<file path="src/rtl/core/jsu_pkg.sv">
// ----------------------------------------------------------------------------
// jsu_pkg
// Types and constants for the JSON string unescaper.
// ----------------------------------------------------------------------------
`default_nettype none

package jsu_pkg;

  // Decoder modes
  localparam logic [2:0] ModePlain = 3'd0;
  localparam logic [2:0] ModeEsc   = 3'd1;
  localparam logic [2:0] ModeHex0  = 3'd2;
  localparam logic [2:0] ModeHex3  = 3'd5;

  // Characters of interest
  localparam logic [7:0] ChQuote     = 8'h22;
  localparam logic [7:0] ChBackslash = 8'h5C;
  localparam logic [7:0] ChSlash     = 8'h2F;
  localparam logic [7:0] ChB         = 8'h62;
  localparam logic [7:0] ChF         = 8'h66;
  localparam logic [7:0] ChN         = 8'h6E;
  localparam logic [7:0] ChR         = 8'h72;
  localparam logic [7:0] ChT         = 8'h74;
  localparam logic [7:0] ChU         = 8'h75;

  // Control codes produced by single-letter escapes
  localparam logic [7:0] CodeBs = 8'h08;
  localparam logic [7:0] CodeFf = 8'h0C;
  localparam logic [7:0] CodeLf = 8'h0A;
  localparam logic [7:0] CodeCr = 8'h0D;
  localparam logic [7:0] CodeHt = 8'h09;

  // UTF-8 framing
  localparam logic [7:0] Utf8Lead2 = 8'hC0;
  localparam logic [7:0] Utf8Lead3 = 8'hE0;
  localparam logic [7:0] Utf8Cont  = 8'h80;

  // Result buffer
  localparam int unsigned BufDepth = 8;
  localparam int unsigned BufPtrW  = 3;
  localparam int unsigned BufCntW  = 4;
  localparam int unsigned MaxRes   = 3;

  // One result word
  typedef struct packed {
    logic [7:0] out_byte;
    logic       has_byte;
    logic       string_done;
    logic       decode_error;
    logic       last;
  } res_t;

  // Hex digit value; bit 4 set when the character is not a hex digit
  function automatic logic [4:0] hex_val(input logic [7:0] c);
    logic [4:0] v;
    v = 5'h10;
    if (c >= 8'h30 && c <= 8'h39) v = {1'b0, c[3:0]};
    else if ((c >= 8'h61 && c <= 8'h66) || (c >= 8'h41 && c <= 8'h46))
      v = {1'b0, c[3:0] + 4'd9};
    return v;
  endfunction

endpackage

`default_nettype wire

</file>
<file path="src/rtl/core/json_string_unescape_utf8.sv">
// Path: an accepted input word is held in the input register, then decoded
//   into the result buffer, whose head word drives the outputs.
// Throughput: one input word per cycle while the 8-entry result buffer holds
//   five or fewer words; output drains one word per cycle while out_ready_i is
//   high, and a three-byte UTF-8 expansion yields three output words.
// Reset: rst_ni clears the decoder mode, code accumulator and buffer pointers.
// ----------------------------------------------------------------------------
// json_string_unescape_utf8
// Unescapes a JSON string body byte stream and encodes \u units as UTF-8.
// ----------------------------------------------------------------------------
`default_nettype none

module json_string_unescape_utf8
  import jsu_pkg::*;
(
  input  wire        clk_i,
  input  wire        rst_ni,
  input  wire        in_valid_i,
  output logic       in_ready_o,
  input  wire  [7:0] in_byte_i,
  input  wire        end_of_input_i,
  output logic       out_valid_o,
  input  wire        out_ready_i,
  output logic [7:0] out_byte_o,
  output logic       has_byte_o,
  output logic       string_done_o,
  output logic       decode_error_o,
  output logic       last_o
);

  // Input register
  logic        s1_valid_q;
  logic [7:0]  s1_byte_q;
  logic        s1_eoi_q;

  // Decoder state
  logic [2:0]  mode_q, mode_d;
  logic [15:0] code_q, code_d;

  // Result buffer
  res_t               buf_q [BufDepth];
  logic [BufPtrW-1:0] wr_ptr_q, rd_ptr_q;
  logic [BufCntW-1:0] cnt_q;

  logic        s1_fire, in_fire, out_fire, room;
  logic [1:0]  n_res;
  res_t        res [MaxRes];
  logic [4:0]  hv;
  logic [15:0] cp;

  assign room       = cnt_q <= BufCntW'(BufDepth - MaxRes);
  assign s1_fire    = s1_valid_q && room;
  assign in_ready_o = !s1_valid_q || room;
  assign in_fire    = in_valid_i && in_ready_o;
  assign out_valid_o = cnt_q != '0;
  assign out_fire   = out_valid_o && out_ready_i;

  // Input register
  always_ff @(posedge clk_i or negedge rst_ni) begin
    if (!rst_ni) begin
      s1_valid_q <= 1'b0;
    end else if (in_ready_o) begin
      s1_valid_q <= in_valid_i;
    end
  end

  always_ff @(posedge clk_i) begin
    if (in_fire) begin
      s1_byte_q <= in_byte_i;
      s1_eoi_q  <= end_of_input_i;
    end
  end

  // Decode one byte into up to three result words
  assign hv = hex_val(s1_byte_q);
  assign cp = {code_q[11:0], hv[3:0]};

  always_comb begin
    mode_d = mode_q;
    code_d = code_q;
    n_res  = 2'd0;
    for (int k = 0; k < MaxRes; k++) res[k] = '0;

    if (mode_q == ModeEsc) begin
      if (s1_eoi_q) begin
        res[0].string_done  = 1'b1;
        res[0].decode_error = 1'b1;
        n_res  = 2'd1;
        mode_d = ModePlain;
        code_d = '0;
      end else begin
        mode_d = ModePlain;
        n_res  = 2'd1;
        res[0].has_byte = 1'b1;
        unique case (s1_byte_q)
          ChQuote, ChBackslash, ChSlash: res[0].out_byte = s1_byte_q;
          ChB: res[0].out_byte = CodeBs;
          ChF: res[0].out_byte = CodeFf;
          ChN: res[0].out_byte = CodeLf;
          ChR: res[0].out_byte = CodeCr;
          ChT: res[0].out_byte = CodeHt;
          ChU: begin
            n_res           = 2'd0;
            res[0].has_byte = 1'b0;
            mode_d          = ModeHex0;
            code_d          = '0;
          end
          default: begin
            res[0].has_byte     = 1'b0;
            res[0].string_done  = 1'b1;
            res[0].decode_error = 1'b1;
            code_d              = '0;
          end
        endcase
      end
    end else if (mode_q >= ModeHex0 && mode_q <= ModeHex3) begin
      if (s1_eoi_q || hv[4]) begin
        res[0].string_done  = 1'b1;
        res[0].decode_error = 1'b1;
        n_res  = 2'd1;
        mode_d = ModePlain;
        code_d = '0;
      end else if (mode_q == ModeHex3) begin
        mode_d = ModePlain;
        code_d = '0;
        res[0].has_byte = 1'b1;
        res[1].has_byte = 1'b1;
        res[2].has_byte = 1'b1;
        if (cp[15:7] == '0) begin
          n_res = 2'd1;
          res[0].out_byte = cp[7:0];
        end else if (cp[15:11] == '0) begin
          n_res = 2'd2;
          res[0].out_byte = Utf8Lead2 | {3'b000, cp[10:6]};
          res[1].out_byte = Utf8Cont | {2'b00, cp[5:0]};
        end else begin
          n_res = 2'd3;
          res[0].out_byte = Utf8Lead3 | {4'b0000, cp[15:12]};
          res[1].out_byte = Utf8Cont | {2'b00, cp[11:6]};
          res[2].out_byte = Utf8Cont | {2'b00, cp[5:0]};
        end
      end else begin
        code_d = cp;
        mode_d = mode_q + 3'd1;
      end
    end else begin
      // plain mode, also unused mode codes
      mode_d = ModePlain;
      if (s1_eoi_q || s1_byte_q == ChQuote) begin
        res[0].string_done = 1'b1;
        n_res  = 2'd1;
        code_d = '0;
      end else if (s1_byte_q == ChBackslash) begin
        mode_d = ModeEsc;
      end else begin
        res[0].out_byte = s1_byte_q;
        res[0].has_byte = 1'b1;
        n_res = 2'd1;
      end
    end

    // mark the final word of this input
    for (int k = 0; k < MaxRes; k++) res[k].last = (n_res == 2'(k + 1));
  end

  // Decoder state
  always_ff @(posedge clk_i or negedge rst_ni) begin
    if (!rst_ni) begin
      mode_q <= ModePlain;
      code_q <= '0;
    end else if (s1_fire) begin
      mode_q <= mode_d;
      code_q <= code_d;
    end
  end

  // Result buffer storage
  always_ff @(posedge clk_i) begin
    if (s1_fire) begin
      for (int k = 0; k < MaxRes; k++) begin
        if (2'(k) < n_res) buf_q[wr_ptr_q + BufPtrW'(k)] <= res[k];
      end
    end
  end

  // Result buffer pointers
  always_ff @(posedge clk_i or negedge rst_ni) begin
    if (!rst_ni) begin
      wr_ptr_q <= '0;
      rd_ptr_q <= '0;
      cnt_q    <= '0;
    end else begin
      if (s1_fire) wr_ptr_q <= wr_ptr_q + BufPtrW'(n_res);
      if (out_fire) rd_ptr_q <= rd_ptr_q + BufPtrW'(1);
      cnt_q <= cnt_q + BufCntW'(s1_fire ? n_res : 2'd0) - BufCntW'(out_fire);
    end
  end

  // Head word drives the outputs
  assign out_byte_o     = buf_q[rd_ptr_q].out_byte;
  assign has_byte_o     = buf_q[rd_ptr_q].has_byte;
  assign string_done_o  = buf_q[rd_ptr_q].string_done;
  assign decode_error_o = buf_q[rd_ptr_q].decode_error;
  assign last_o         = buf_q[rd_ptr_q].last;

endmodule

`default_nettype wire

</file>
<file path="config.mk">
export PLATFORM = sky130hd
export DESIGN_NAME = json_string_unescape_utf8
export DESIGN_NICKNAME = d
export VERILOG_FILES = /design/src/rtl/core/jsu_pkg.sv /design/src/rtl/core/json_string_unescape_utf8.sv
export SDC_FILE = /design/constraint.sdc
export NUM_CORES = 1
export LEC_CHECK = 0
export ABC_CLOCK_PERIOD_IN_PS = 3500
export BUFFER_PORTS_ARGS = -buffer_cell sky130_fd_sc_hd__clkbuf_2
export CAP_MARGIN = 5
export CORE_AREA = 2 2 129 131
export CTS_CLUSTER_DIAMETER = 80
export DETAILED_ROUTE_END_ITERATION = 8
export DIE_AREA = 0 0 131 133
export HOLD_SLACK_MARGIN = 0.03
export PLACE_DENSITY = 0.74
export RECOVER_POWER = 100
export SLEW_MARGIN = 20
export SYNTH_ARGS = -nofsm -noshare
export SYNTH_HDL_FRONTEND = slang
export SYNTH_SLANG_ARGS = --single-unit
</file>
<file path="constraint.sdc">
create_clock -name clk_i -period 3.5 [get_ports clk_i]
set_clock_uncertainty 0.1 [all_clocks]
set_input_delay 0.175 -clock clk_i [delete_from_list [all_inputs] [get_ports clk_i]]
set_output_delay 0.175 -clock clk_i [all_outputs]
set_load 0.005 [all_outputs]
</file>
==> results.md, run 1 <==
- Outcome: completed
- Num rows: 47
- Setup TNS: 0 ps
- Hold Path Depth: 2
- DIE AREA: 0.0174 mm^2
- Initial antenna violation count: 0
- Via density: 6.20
- Worst Max-Slew Pin Slew: 1370 ps
- Arrival time at the worst endpoint: 3430 ps
- CORE AREA: 0.0162 mm^2
- Min-delay worst type: in2reg
- Buffers on Ports: 26
- Inserted Diodes: 0
- WHS Endpoint: s1_byte_q[1]
- Skew-Pair Late Insertion Delay: 440 ps
- Number of global-route vias before repair: 6292
- Pwr dens: 763 mW/mm^2
- Filler Cells Inserted: 1384
- Post-synth EDFFs: 81
- R2R cell count: 11
- Hold Startpoint: in_byte_i[1]
- Post-DP HPWL: 16300 um
- Initial core utilization: 48.7%
- Critical path buffer and inverter count: 3
- First-pass GRT wire length: 35500 um
- RR Endpoint: buf_q[0][6]
- Tmin final: 3420 ps
- Syn_nets: 767
- CP cell instances: inv_1 > ha_1 > or3b_4 > and3_4 > o2111ai_2 > a31oi_4 > buf_12 > nor4_2 > nor2_1 > nand2_1 > clkbuf_2
- Clock Root Buffer: clkbuf_16
- # clock sinks: 131
- Max clock buf depth: 2
- Worst EP required: 3510 ps
- Leading post-synthesis cells by cell area: edfxtp_1, dfrtp_1, mux4_2
- Average wire per standard cell: 21.4 um
- Dpl cells: 1010
- Slew HR: 8.38%
- Synth Instances: 738
- Grt ovf: 0
- Critical Path Source Type: register
- Critical Path Stages: 11
- Crit path max fanout: 21
- Final #Nets: 851
- Peak VDD IR: 0.425 mV
- All-Layer GR Usage: 27.3%
- RSZ-0062 raised after global routing: false
- Max_cap viols: 0
- Final Hold Fails: 0
- H-tree Lvls: 4
- DRC Markers: 0
- Setup Viol. Count Final: 0
- Pre-CTS setup slack: 95.4 ps
- CP top delay family: simple AND/OR/NAND/NOR gates
- Final WL: 22600 um
- Total vias in the final route: 6538
- Worst r2r src: s1_byte_q[0]
- Type of the worst setup path: reg2reg
- Seq cells post-synth: 131
- Antenna-violating nets left: 0
- Layout cells sized above 1: 22.2%
- Sequential-to-total area share from yosys stat: 45.2%
- Yosys top cell area share: 30.9%
- Pin count of the biggest net entering global routing: 27
- Die height: 133 um
- TritonCTS clock tree: built
- Setup slack after layout: 83.7 ps
- Yosys cell types: 80
- Syn avg cell area: 10.7 um^2
- DR iter-0 viols: 797
- Async SR Flop Fraction: 19.8%
- Period utilization: 97.6%
- Crit end category: register
- Worst path slowest cell: or3b_4
- Synthesized area: 0.00788 mm^2
- Max frequency: 293 MHz
- Clk slew on worst S/H paths: 60 ps
- Crit-path max cell delay: 440 ps
- Reg2Reg Setup Slack: 80 ps
- IO Count: 27
- Final std cells w/o fill: 1055
- Leak: 3.49 nW
- Chip Width: 131 um
- Detailed Routing Iterations Pass 1: 6
- Synth warnings: 0
- Max-slew violation count: 0
- Area Growth Syn to Fin: 17.1%
- GP Congestion: 1.01
- Num CTS Buffers: 17
- Top FF cell, synth: edfxtp_1
- Synth area leader: edfxtp_1
-- cells in the mapped netlist, types with 5 or more instances --
master    count
o21ai_0      49
a22oi_1      24
buf_6         7
clkbuf_1     11
nor3_1       15
inv_1        20
mux2_2       13
a32oi_1       5
dfxtp_1      24
edfxtp_1     81
mux2i_1      25
ha_1         14
dfrtp_1      26
xnor2_1       8
nand2_1     101
a221oi_1     20
buf_2        11
o31ai_1       8
nor4_2        5
a21oi_1      56
buf_1        10
nor2_1       46
mux4_2       24
nand3_1      18
nand2b_1     12
-- worst reg2reg max path, cell delays in order (launching register included) --
cell and delay (ps):
edfxtp_1 420, inv_1 120, ha_1 260, or3b_4 440, and3_4 210, o2111ai_2 260, a31oi_4 140, buf_12 190
nor4_2 410, nor2_1 170, nand2_1 100, clkbuf_2 280
-- placed cells by master, fill, tap and decap left out, drive strengths merged, types with 25 or more instances in the layout --
cell    Yosys  final
dfrtp      26     26
mux2i      25     25
buf        31     49
a21oi      59     59
o21ai      50     50
nand2     101    101
edfxtp     81     81
inv        20     25
clkbuf     11     65
nor2       50     50
-- worst max path at each step --
stage | startpoint | end | slack (ps)
5_1_grt | s1_byte_q[0] | buf_q[0][9] | 20
4_1_cts | s1_byte_q[0] | buf_q[4][11] | 60
2_1_floorplan | s1_byte_q[0] | cnt_q[2] | 230
6_report | s1_byte_q[0] | buf_q[0][6] | 80
3_5_place_dp | s1_byte_q[0] | buf_q[4][11] | 100
3_3_place_gp | s1_byte_q[0] | cnt_q[3] | 180
-- metal layers --
metal | track usage [%] | routed length, um | share of wire [%]
met1 | 37.7 | 9390 | 42
met2 | 41.7 | 10500 | 46
met3 | 6.59 | 1810 | 8.0
met5 | 0 | 0 | 0
met4 | 10.4 | 905 | 4.0
-- stage by stage --
step	cell area (um^2)	hold WS (ps)	util (%)	total power, W
after floorplan	7880	-221	-	0.00434
after global placement	8580	129	53.1	0.00524
after detailed placement	8580	127	53.1	0.00533
after CTS	9280	210	57.4	0.00709
after global routing	9220	357	57.0	0.00741
final	9220	344	57.0	0.00703
-- cell families after synthesis --
| group | synth area share (%) |
|---|---|
| flops | 45.2 |
| mux | 11.9 |
| compound gates | 18.3 |
| simple gates | 16.6 |
| xor+xnor | 1.22 |
| buf+inv | 3.99 |
| fa+ha+maj | 2.73 |
-- area by class of cell --
class,instances,area (um^2),share of cell area (%)
sequential,131,3560,38.6
multi-input combinational,544,4010,43.4
clock buffer,19,454,4.92
timing repair buffer,107,723,7.84
clock inverter,13,123,1.33
tap,220,275,2.98
inverter,21,78.8,0.855
-- sequential cells by signal (all words and copies together) (netlist names) --
name / count
buf_q: 96
code_q: 12
s1_byte_q: 8
cnt_q: 4
mode_q: 3
rd_ptr_q: 3
wr_ptr_q: 3
s1_eoi_q: 1
s1_valid_q: 1
-- power by group --
| part | switching (W) | internal [W] | leakage (nW) |
|---|---|---|---|
| Sequential | 0.000220 | 0.00208 | 1.30 |
| Clock | 0.000727 | 0.00103 | 0.288 |
| Combinational | 0.00175 | 0.00124 | 1.90 |
| Total | 0.00269 | 0.00434 | 3.49 |
-- what timing repair did --
action / 4_1_cts / 5_1_grt
gates resized for setup: 0 / 2
setup buffers: 0 / 1
endpoints found under the hold margin: 37 / 0
setup endpoints to repair: 0 / 94
hold buffers: 12 / 0
No activity file was read; power rests on OpenSTA's default activity.
==> run 2: changes to the inputs <==
- CORE_AREA: 2 2 129 131 -> 2 2 127 129
- DIE_AREA: 0 0 131 133 -> 0 0 129 131
- PLACE_DENSITY: 0.74 -> 0.76
==> run 2 against run 1 <==
  * Setup slack better by 77 ps
  * First-iteration DRC count is 6.4% lower
  * Flip-flop and latch count unchanged
  * Die area down 3.0%
  * Critical path type unchanged
  * Critical endpoint is now buf_q[1][7]
  * Largest power group unchanged
==> results.md, run 2 (synthesized netlist as in run 1, its figures left out) <==
- RSZ-0062 raised after global routing: false
- Peak VDD IR: 0.318 mV
- Commonest non-fill, non-tap cell in the layout: nand2_1
- Total vias in the final route: 6354
- Setup TNS: 0 ps
- Chip Width: 129 um
- Skew-Pair Late Insertion Delay: 420 ps
- Leak: 3.38 nW
- Worst path slowest cell: or4_1
- Setup Viol. Count Final: 0
- Die height: 131 um
- IO Count: 27
- Max-slew violation count: 0
- Final #Nets: 828
- Crit-path max cell delay: 660 ps
- Largest Register: buf_q
- Grt ovf: 0
- Type of the worst setup path: reg2reg
- Worst EP required: 3630 ps
- Max clock buf depth: 2
- Layout cells sized above 1: 21.2%
- Via density: 6.18
- Most frequent cells in the layout: nand2_1, edfxtp_1, a21oi_1, o21ai_0, nor2_1
- Post-DP HPWL: 15600 um
- Final Hold Fails: 0
- Antenna-violating nets left: 0
- Final WL: 21200 um
- Period utilization: 95.4%
- TritonCTS clock tree: built
- Detailed Routing Iterations Pass 1: 5
- Filler Cells Inserted: 1326
- Largest regs: buf_q: 96 flops, code_q: 12 flops, s1_byte_q: 8 flops
- First-pass GRT wire length: 33900 um
- Fin Hold WS: 366 ps
- CORE AREA: 0.0156 mm^2
- Clock Root Buffer: clkbuf_16
- Initial core utilization: 50.5%
- Slew HR: 4.75%
- Num rows: 46
- Arrival time at the worst endpoint: 3470 ps
- Multi-input gate area: 0.00400 mm^2
- H-tree Lvls: 4
- # clock sinks: 131
- All-Layer GR Usage: 26.7%
- Pwr dens: 752 mW/mm^2
- Worst Max-Slew Pin Slew: 1430 ps
- Max reg flops: 96
- Outcome: completed
- Num CTS Buffers: 17
- Initial antenna violation count: 0
- Pin count of the biggest net entering global routing: 27
- Number of global-route vias before repair: 6072
- GP Congestion: 0.968
- DRC Markers: 0
- Max frequency: 299 MHz
- Crit end category: register
- DIE AREA: 0.0169 mm^2
- Clk slew on worst S/H paths: 60 ps
- Post-route cell area: 0.00904 mm^2
- Buffers on Ports: 26
- CP cell instances: inv_1 > ha_1 > o21ba_1 > o21a_1 > o211ai_1 > or4_1 > nor3_1 > clkbuf_1 > a21oi_1 > a22oi_1
- Tmin final: 3340 ps
- Max_cap viols: 0
- Critical Path Source Type: register
- Inserted Diodes: 0
- Register area: 0.00356 mm^2
- Final std cells w/o fill: 1028
- Average wire per standard cell: 20.7 um
- Crit path max fanout: 7
- Area Growth Syn to Fin: 14.7%
- DR iter-0 viols: 746
- Dpl cells: 982
- Min-delay worst type: in2reg
- Placed instance area: 0.00839 mm^2
-- run 2: cell types whose count changed in the layout (fill, tap and decap cells not counted), moves of 2 or more --
| cell | change |
|---|---|
| nand2_2 | +2 |
| nand2_1 | -2 |
| buf_4 | -15 |
| inv_4 | -2 |
| clkbuf_1 | -9 |
| clkinv_2 | +2 |
| clkinvlp_4 | +3 |
-- run 2: routing by layer --
| metal | up-vias | global-route usage [%] | share of wire, % | wire, um |
|---|---|---|---|---|
| met3 | 50 | 5.37 | 7.6 | 1610 |
| met2 | 339 | 43.7 | 47 | 10000 |
| met5 | - | 0 | 0 | 0 |
| met1 | 3034 | 35.9 | 43 | 9040 |
| met4 | 0 | 9.02 | 2.8 | 602 |
| li1 | 2931 | - | - | - |
-- run 2: final cells by class --
type,count,area share [%]
repair buffers,84,6.26
clock buffers,17,4.71
inverters,21,0.872
flip-flops and latches,131,39.4
multi-input cells,544,44.3
well taps,216,2.99
clock inverters,15,1.48
-- run 2: metrics by stage --
step           setup WS, ps  power (W)  util (%)
2_1_floorplan           233    0.00434         -
3_3_place_gp            230    0.00511      53.8
3_5_place_dp            181    0.00518      53.8
4_1_cts                 180    0.00687      58.1
5_1_grt                9.69    0.00723      57.9
6_report                161    0.00680      57.9
-- run 2: critical path, delay by kind of cell, from the launching register on --
kind	cells	cell delay, ps
buffers and inverters	2	420
AND/OR/NAND/NOR	2	970
adder cells (fa/ha/maj)	1	190
flip-flops	1	500
AO/OA/AOI/OAI	5	970
-- run 2: path summary, 6_finish.rpt --
kind | startpoint | endpoint | slack [ps] | depth (start not counted)
max in group asynchronous | rst_ni | wr_ptr_q[0] | 1940 | 2
min | in_byte_i[0] | s1_byte_q[0] | 370 | 2
min in group asynchronous | rst_ni | s1_valid_q | 520 | 2
min reg2reg | buf_q[1][2] | buf_q[1][2] | 400 | 2
max | s1_byte_q[1] | buf_q[1][7] | 160 | 10
max reg2reg | s1_byte_q[1] | buf_q[1][7] | 160 | 10
-- run 2: repair_timing --
item / in CTS / in global routing
resized for setup: 0 / 5
setup buffers: 0 / 2
hold endpoints to repair: 37 / 0
endpoints found under the setup margin: 0 / 45
hold buffers: 12 / 0
-- run 2: power breakdown --
| part | switching (W) | leakage, nW | internal, W | total (W) |
|---|---|---|---|---|
| clock | 0.000688 | 0.270 | 0.000978 | 0.00167 |
| sequential | 0.000233 | 1.30 | 0.00208 | 0.00231 |
| combinational | 0.00164 | 1.81 | 0.00118 | 0.00282 |
| total | 0.00256 | 3.38 | 0.00424 | 0.00680 |
==> run 3: changes to the inputs <==
--- a/constraint.sdc
+++ b/constraint.sdc
@@ -3,3 +3,3 @@
 set_input_delay 0.175 -clock clk_i [delete_from_list [all_inputs] [get_ports clk_i]]
 set_output_delay 0.175 -clock clk_i [all_outputs]
-set_load 0.005 [all_outputs]
+set_load 0.05 [all_outputs]
==> run 3 against run 2 <==
  * Routed wire length barely moved
  * Global-route usage stayed put
  * Setup slack improved by 20 ps
  * Combinational power is 17% higher
  * Via count hardly changed
  * Cell area decreased by 0.11%
  * First-iteration DRC count shrank 0.27%
  * Largest cell class unchanged
==> results.md, run 3 (synthesized netlist as in run 1, its figures left out) <==
- Max reg flops: 96
- Via density: 6.18
- Setup Viol. Count Final: 0
- Number of global-route vias before repair: 6072
- Peak VDD IR: 0.321 mV
- Most frequent cells in the layout: nand2_1, edfxtp_1, a21oi_1, o21ai_0, nor2_1
- Inserted Diodes: 0
- Final #Nets: 828
- TritonCTS clock tree: built
- Initial antenna violation count: 0
- Die height: 131 um
- Int Pwr: 0.00422 W
- Max-slew violation count: 0
- Critical Path Source Type: register
- Outcome: completed
- Hold Startpoint: in_byte_i[0]
- Logic gate share of total power: 45.4%
- Commonest non-fill, non-tap cell in the layout: nand2_1
- DRC Markers: 0
- Antenna-violating nets left: 0
- Tmin final: 3320 ps
- Chip Width: 129 um
- Type of the worst setup path: reg2reg
- CORE AREA: 0.0156 mm^2
- Final core utilization: 57.9%
- All-Layer GR Usage: 26.7%
- Clock Root Buffer: clkbuf_16
- Seq pwr share: 31.7%
- Detailed Routing Iterations Pass 1: 5
- DIE AREA: 0.0169 mm^2
- Crit path max fanout: 7
- Crit end category: register
- Largest Register: buf_q
- R2R cell count: 10
- RR Endpoint: buf_q[1][7]
- Crit-path max cell delay: 660 ps
- DR iter-0 viols: 744
- Period utilization: 94.9%
- Pwr dens: 807 mW/mm^2
- Setup TNS: 0 ps
- Total vias in the final route: 6357
- # clock sinks: 131
- Area Growth Syn to Fin: 14.6%
- H-tree Lvls: 4
- Largest regs: buf_q: 96 flops, code_q: 12 flops, s1_byte_q: 8 flops
- RSZ-0062 raised after global routing: false
- Arrival time at the worst endpoint: 3450 ps
- Worst EP required: 3630 ps
- Initial core utilization: 50.5%
- Pin count of the biggest net entering global routing: 27
- Clock share of power: 22.9%
- Worst Max-Slew Pin Slew: 1430 ps
- Max_cap viols: 0
- Clk slew on worst S/H paths: 60 ps
- Net Sw Frac: 42.1%
- Grt ovf: 0
- GP Congestion: 0.968
- Net switching power: 0.00307 W
- IO Count: 27
- Worst r2r src: s1_byte_q[1]
- CP top delay family: simple AND/OR/NAND/NOR gates
- Num CTS Buffers: 17
- First-pass GRT wire length: 33900 um
- Max clock buf depth: 2
- WHS Endpoint: s1_byte_q[0]
- Hold Path Depth: 2
- Final WL: 21200 um
- Filler Cells Inserted: 1326
- Layout cells sized above 1: 20.3%
- Skew-Pair Late Insertion Delay: 420 ps
- Buffers on Ports: 26
- Worst path slowest cell: or4_1
- Average wire per standard cell: 20.7 um
- Slew HR: 4.76%
- Final Hold Fails: 0
- Max frequency: 301 MHz
- Min-delay worst type: in2reg
- Post-DP HPWL: 15600 um
- Num rows: 46
- Reg2Reg Setup Slack: 180 ps
- Critical path buffer and inverter count: 2
- Leak: 3.36 nW
- CP cell instances: inv_1 > ha_1 > o21ba_1 > o21a_1 > o211ai_1 > or4_1 > nor3_1 > clkbuf_1 > a21oi_1 > a22oi_1
[run 3: through the flow]
stage	power, W	hold slack [ps]	cell area (um^2)	worst slack (ps)	std cells
2_1_floorplan	0.00486	-221	7880	233	738
3_3_place_gp	0.00562	132	8390	230	982
3_5_place_dp	0.00569	142	8390	181	982
4_1_cts	0.00737	226	9060	180	1026
5_1_grt	0.00772	361	9030	9.69	1028
6_report	0.00729	365	9030	180	1028
[run 3: worst max-delay path by stage]
| stage | from | to | slack (ps) | cells after the start |
|---|---|---|---|---|
| final | s1_byte_q[1] | buf_q[1][7] | 180 | 10 |
| after global routing | s1_byte_q[1] | buf_q[1][5] | 10 | 10 |
| after CTS | s1_byte_q[1] | buf_q[6][4] | 180 | 10 |
| after detailed placement | s1_byte_q[1] | buf_q[6][8] | 180 | 10 |
| after global placement | s1_byte_q[1] | buf_q[1][3] | 230 | 10 |
| after floorplan | s1_byte_q[0] | cnt_q[2] | 230 | 14 |
[run 3: power by group through the flow]
stage,sequential [W],clock (W),combinational [W]
floorplan,0.00223,0,0.00262
finish,0.00231,0.00167,0.00331
global route,0.00235,0.00176,0.00361
global placement,0.00232,0,0.00330
CTS,0.00230,0.00170,0.00337
detailed placement,0.00234,0,0.00335
[run 3: repair_timing]
action	4_1_cts	5_1_grt
hold buffers	12	0
buffers inserted	0	2
endpoints found under the hold margin	37	0
setup endpoints to repair	0	45
resized for setup	0	5
[run 3: cell type report]
| cell class | count | area (um^2) | area share [%] |
|---|---|---|---|
| clock buffers | 17 | 425 | 4.71 |
| well taps | 216 | 270 | 2.99 |
| flip-flops and latches | 131 | 3560 | 39.5 |
| inverters | 21 | 78.8 | 0.873 |
| repair buffers | 84 | 556 | 6.15 |
| multi-input cells | 544 | 4000 | 44.3 |
| clock inverters | 15 | 134 | 1.48 |
[run 3: metal layers]
| metal | track usage (%) | vias to the layer above | part of all wire [%] | wire (um) |
|---|---|---|---|---|
| li1 | - | 2933 | - | - |
| met1 | 35.9 | 3020 | 42 | 9030 |
| met2 | 43.7 | 357 | 47 | 10000 |
| met3 | 5.37 | 47 | 7.7 | 1640 |
| met4 | 9.02 | 0 | 2.5 | 540 |
| met5 | 0 | - | 0 | 0 |
